## src/rtl/lsga_pkg.sv

```systemverilog
`timescale 1ns / 1ps
`default_nettype none

package lsga_pkg;

  localparam int VAL_W   = 32;
  localparam int FRAC_W  = 16;
  localparam int ACC_W   = VAL_W + 8;
  localparam int OPB_W   = VAL_W + 1;
  localparam int PROD_W  = VAL_W + OPB_W;
  localparam int SPLIT_W = ACC_W / 2;
  localparam int FULL_W  = VAL_W + ACC_W;
  localparam int TERM_W  = 61;
  localparam int SUM_W   = TERM_W + 2;

  localparam int N_LANES = 4;
  localparam int N_DIRS  = 3;
  localparam int N_INV   = 9;
  localparam int N_ENTRY = 13;

  localparam logic [1:0] K_LAST   = 2'd2;
  localparam logic [1:0] VAR_LAST = 2'd3;

  typedef enum logic [1:0] {
    CMD_LOAD   = 2'd0,
    CMD_NEIGH  = 2'd1,
    CMD_FINISH = 2'd2,
    CMD_NONE   = 2'd3
  } lsga_cmd_e;

  typedef enum logic [1:0] {
    BSEL_DIFF = 2'd0,
    BSEL_LO   = 2'd1,
    BSEL_HI   = 2'd2
  } lsga_bsel_e;

  typedef enum logic [3:0] {
    ST_IDLE,
    ST_N_MUL,
    ST_N_CON,
    ST_N_ACC,
    ST_F_LO,
    ST_F_HI,
    ST_F_CMB,
    ST_F_TRM,
    ST_F_SUM,
    ST_F_OUT
  } lsga_state_e;

  typedef struct packed {
    logic       clr_acc;
    logic       diff_en;
    logic       mul_en;
    lsga_bsel_e b_sel;
    logic [1:0] k;
    logic       keep_lo;
    logic       comb_en;
    logic       term_en;
    logic       contrib_en;
    logic       acc_en;
    logic       sum_clr;
    logic       sum_en;
  } lsga_ctrl_t;

  // shift right by the fraction width, truncating toward zero
  function automatic logic signed [FULL_W-1:0] shr_tz(input logic signed [FULL_W-1:0] x);
    logic signed [FULL_W-1:0] bias;
    bias = x[FULL_W-1] ? {{(FULL_W-FRAC_W){1'b0}}, {FRAC_W{1'b1}}} : '0;
    return (x + bias) >>> FRAC_W;
  endfunction

  function automatic logic signed [ACC_W-1:0] sat_acc(input logic signed [FULL_W-1:0] x);
    if (&x[FULL_W-1:ACC_W-1] || ~|x[FULL_W-1:ACC_W-1]) return x[ACC_W-1:0];
    return x[FULL_W-1] ? {1'b1, {(ACC_W-1){1'b0}}} : {1'b0, {(ACC_W-1){1'b1}}};
  endfunction

  function automatic logic signed [TERM_W-1:0] sat_term(input logic signed [FULL_W-1:0] x);
    if (&x[FULL_W-1:TERM_W-1] || ~|x[FULL_W-1:TERM_W-1]) return x[TERM_W-1:0];
    return x[FULL_W-1] ? {1'b1, {(TERM_W-1){1'b0}}} : {1'b0, {(TERM_W-1){1'b1}}};
  endfunction

  function automatic logic signed [VAL_W-1:0] sat_val(input logic signed [SUM_W-1:0] x);
    if (&x[SUM_W-1:VAL_W-1] || ~|x[SUM_W-1:VAL_W-1]) return x[VAL_W-1:0];
    return x[SUM_W-1] ? {1'b1, {(VAL_W-1){1'b0}}} : {1'b0, {(VAL_W-1){1'b1}}};
  endfunction

endpackage

`default_nettype wire

```

## src/rtl/lsga_merge.sv

```systemverilog
`timescale 1ns / 1ps
`default_nettype none

module lsga_merge import lsga_pkg::*; (
  input  wire logic                    clk_i,
  input  wire logic                    rst_ni,
  input  wire logic                    emit_i,
  input  wire logic [1:0]              sel_i,
  input  wire logic signed [SUM_W-1:0] sums_i [N_LANES][N_DIRS],
  output logic                         valid_o,
  output logic [1:0]                   variable_o,
  output logic signed [VAL_W-1:0]      grad_x_o,
  output logic signed [VAL_W-1:0]      grad_y_o,
  output logic signed [VAL_W-1:0]      grad_z_o,
  output logic                         last_o
);

  logic                    valid_q;
  logic [1:0]              variable_q;
  logic signed [VAL_W-1:0] gx_q, gy_q, gz_q;
  logic                    last_q;

  always_ff @(posedge clk_i or negedge rst_ni) begin
    if (!rst_ni) begin
      valid_q <= 1'b0;
    end else begin
      valid_q <= emit_i;
    end
  end

  always_ff @(posedge clk_i) begin
    if (emit_i) begin
      variable_q <= sel_i;
      gx_q       <= sat_val(sums_i[sel_i][0]);
      gy_q       <= sat_val(sums_i[sel_i][1]);
      gz_q       <= sat_val(sums_i[sel_i][2]);
      last_q     <= (sel_i == VAR_LAST);
    end
  end

  assign valid_o    = valid_q;
  assign variable_o = variable_q;
  assign grad_x_o   = gx_q;
  assign grad_y_o   = gy_q;
  assign grad_z_o   = gz_q;
  assign last_o     = valid_q && last_q;

endmodule

`default_nettype wire

```

## config.mk

```make
export PLATFORM = sky130hd
export DESIGN_NAME = lsga_merge
export DESIGN_NICKNAME = d
export VERILOG_FILES = /design/src/rtl/lsga_pkg.sv /design/src/rtl/lsga_merge.sv
export SDC_FILE = /design/constraint.sdc
export NUM_CORES = 1
export LEC_CHECK = 0
export BUFFER_PORTS_ARGS = -buffer_cell sky130_fd_sc_hd__buf_2
export CORE_AREA = 2 2 338 340
export CTS_CLUSTER_DIAMETER = 200
export DETAILED_ROUTE_END_ITERATION = 16
export DIE_AREA = 0 0 340 342
export SETUP_SLACK_MARGIN = 0.02
export SYNTH_ARGS = -nofsm -noshare
export SYNTH_HDL_FRONTEND = slang
export SYNTH_SLANG_ARGS = --single-unit
export TNS_END_PERCENT = 20
```

## constraint.sdc

```tcl
create_clock -name clk_i -period 1.3 [get_ports clk_i]
set_clock_uncertainty 0.05 [all_clocks]
set_input_delay 0.195 -clock clk_i [delete_from_list [all_inputs] [get_ports clk_i]]
set_output_delay 0.195 -clock clk_i [all_outputs]
set_load 0.01 [all_outputs]
```

==> results.ini <==
[place]
gp_congestion=0.922
dp_slack_ns=-2.06
dpl.hpwl_um=87500
port_buffers=860

[power_and_ir_drop]
pwr_density_cell_nw_per_um2=679
p_leak_nw=7.89
ir_drop_uv=742
seqPwrFrac_pct=35.1
power.internal_w=0.00771
p_comb_share_pct=40.4
finalPower_w=0.0116
clockPowerShare_pct=24.5
switching_share_pct=33.4
p_sw_w=0.00386

[floorplan]
die-area_sq_um=116000
die_w_um=340
start_util_pct=8.23
core.rowCount=124
coreArea_sq_um=113000
die-height_um=342
boundaryPins=861

[synth]
yosysSeqAreaShare_pct=32.2
syn-cell-area_sq_um=9310
synthCells=600
avgSynthCellArea_sq_um=15.5
yosysWarnings=0
synth_nets=1361
synth-seq-cells=100
yosysUniqueCellTypes=14

[worst_setup_path]
cp.arrival_ns=2.61
cp-end-kind=flip-flop
path_class=input pin to flip-flop
startpoint_type=input pin
cp_max_fo=7
cp.required_ns=1.39

[global_route]
track_usage_pct=15.7
grt_pass1_vias=11000
grt-ovfl-total=0
antenna_found_initial=190
grt_pass1_wl_um=117000
grt_max_degree=46

[sta]
rsz0062_at_grt=true
fin_crit_sh_pct=194
fmax_ghz=0.397
finalCriticalPeriod_ns=2.52
setup_viol=96
worst_pin_slew_ns=0.689
maxSlewViolCount=0
slew_headroom_pct=54.1
hold_violations=0
setup_ws_ns=-1.22
tns_ns=-107.60

[clocking]
numClockSinks=100
cts.path.max_buffers=2
tritoncts=yes
numCtsBuffers=9
clk_pin_slew_ns=0.08
htree_num_levels=3
cts_root_buf=clkbuf_16

[detailed_routing]
wl_met2_um=44200
drc=0
drt_iter0_drc=705
dr_total_vias=11100
wl_per_cell_um=31.0
met3_length_um=10100
wl_met1_um=37800
ant_nets=0
highest_layer=met5
wl_um=95300
dr.pass1.iters=6
routed_via_density=3.61

[layout]
area_growth_pct=83.1
final_common_cell=buf_2
fill_cells=12700
final_cell_mix=buf_2 (851), mux4_2 (189), edfxtp_1 (99), inv_1 (93), mux2i_1 (93)
layout-drive-gt1-share_pct=78.3
layout.nets=2270
final_util_pct=15.1

[run_status]
violations=setup timing
status=finished with violations

[flow_run]
drv_cap=0

[hold_path]
hp-class=input pin to async pin

## worst max path at each step
stage,cells after the start,startpoint,to
finish,12,sel_i[0],grad_x_o[4]
global route,12,sel_i[0],grad_x_o[4]
CTS,10,sel_i[0],grad_x_o[4]
detailed placement,11,sel_i[0],grad_x_o[4]
global placement,11,sel_i[0],grad_x_o[21]
floorplan,9,sel_i[0],grad_x_o[0]
## sequential cells by signal (all words and copies together), names as in the netlist
name,cells
grad_x_o,32
grad_z_o,32
variable_o,2
last_q,1
grad_y_o,32
valid_o,1
## metrics by stage
stage	std cells	cell area, sq um	hold WS, ns
6_report	3073	17000	0.0566
5_1_grt	3057	17000	0.0294
4_1_cts	3021	16700	0.0117
3_5_place_dp	2991	16000	-0.0787
3_3_place_gp	2991	16000	-0.0802
2_1_floorplan	600	9420	-0.151
## synthesized netlist by cell type, drive strengths merged
cell type	n	area (sq um)
mux2i	93	931
inv	93	349
nor4	30	188
nand4	30	188
and2	2	12.5
a2bb2oi	3	45.0
clkbuf	23	86.3
buf	37	254
dfrtp	1	25.0
edfxtp	99	2970
mux4	189	4260
## power groups by stage
stage	Clock [W]	Combinational, W	Sequential, W
final	0.00284	0.00467	0.00406
after floorplan	0	0.00177	0.00429
after global routing	0.00305	0.00498	0.00409
after global placement	0	0.00440	0.00412
after detailed placement	0	0.00444	0.00413
after CTS	0.00299	0.00462	0.00406
## worst max-delay path, stage by stage
cell	delay (ns)
buf_16	0.13
buf_16	0.15
buf_12	0.11
buf_4	0.11
mux4_2	0.54
nor4_4	0.34
nand4_1	0.14
buf_4	0.17
a2bb2oi_4	0.21
buf_12	0.20
buf_12	0.14
mux2i_1	0.12
## repair_timing
item,CTS,global route
cloned,1,2
hold buffers,2,0
buffers inserted,11,3
pin swaps,8,5
hold endpoints to repair,5,0
endpoints found under the setup margin,101,104
gates resized for setup,49,29
## cells by family (layout without fill, tap and decap cells)
| logic type | Yosys count | count (layout) | synth area share (%) |
|---|---|---|---|
| mux | 282 | 282 | 55.7 |
| other cells | 0 | 47 | 0 |
| simple gates | 62 | 62 | 4.17 |
| buf+inv | 153 | 1067 | 7.41 |
| compound gates | 3 | 3 | 0.484 |
| flops | 100 | 100 | 32.2 |
## layer usage
layer | vias up | track usage [%]
li1 | 4434 | -
met1 | 5396 | 19.0
met2 | 875 | 25.9
met3 | 291 | 6.89
met4 | 94 | 3.08
met5 | - | 0
## layout make-up
cell class              count  area [sq um]  area share [%]
repair buffers            958          5550            32.6
well taps                1512          1890            11.1
clock buffers               9           225            1.32
inverters                  93           349            2.05
clock inverters             7          51.3           0.301
flip-flops and latches    100          3000            17.6
diodes                     47           118           0.690
multi-input cells         347          5860            34.4
No activity file was read; power rests on OpenSTA's default activity.
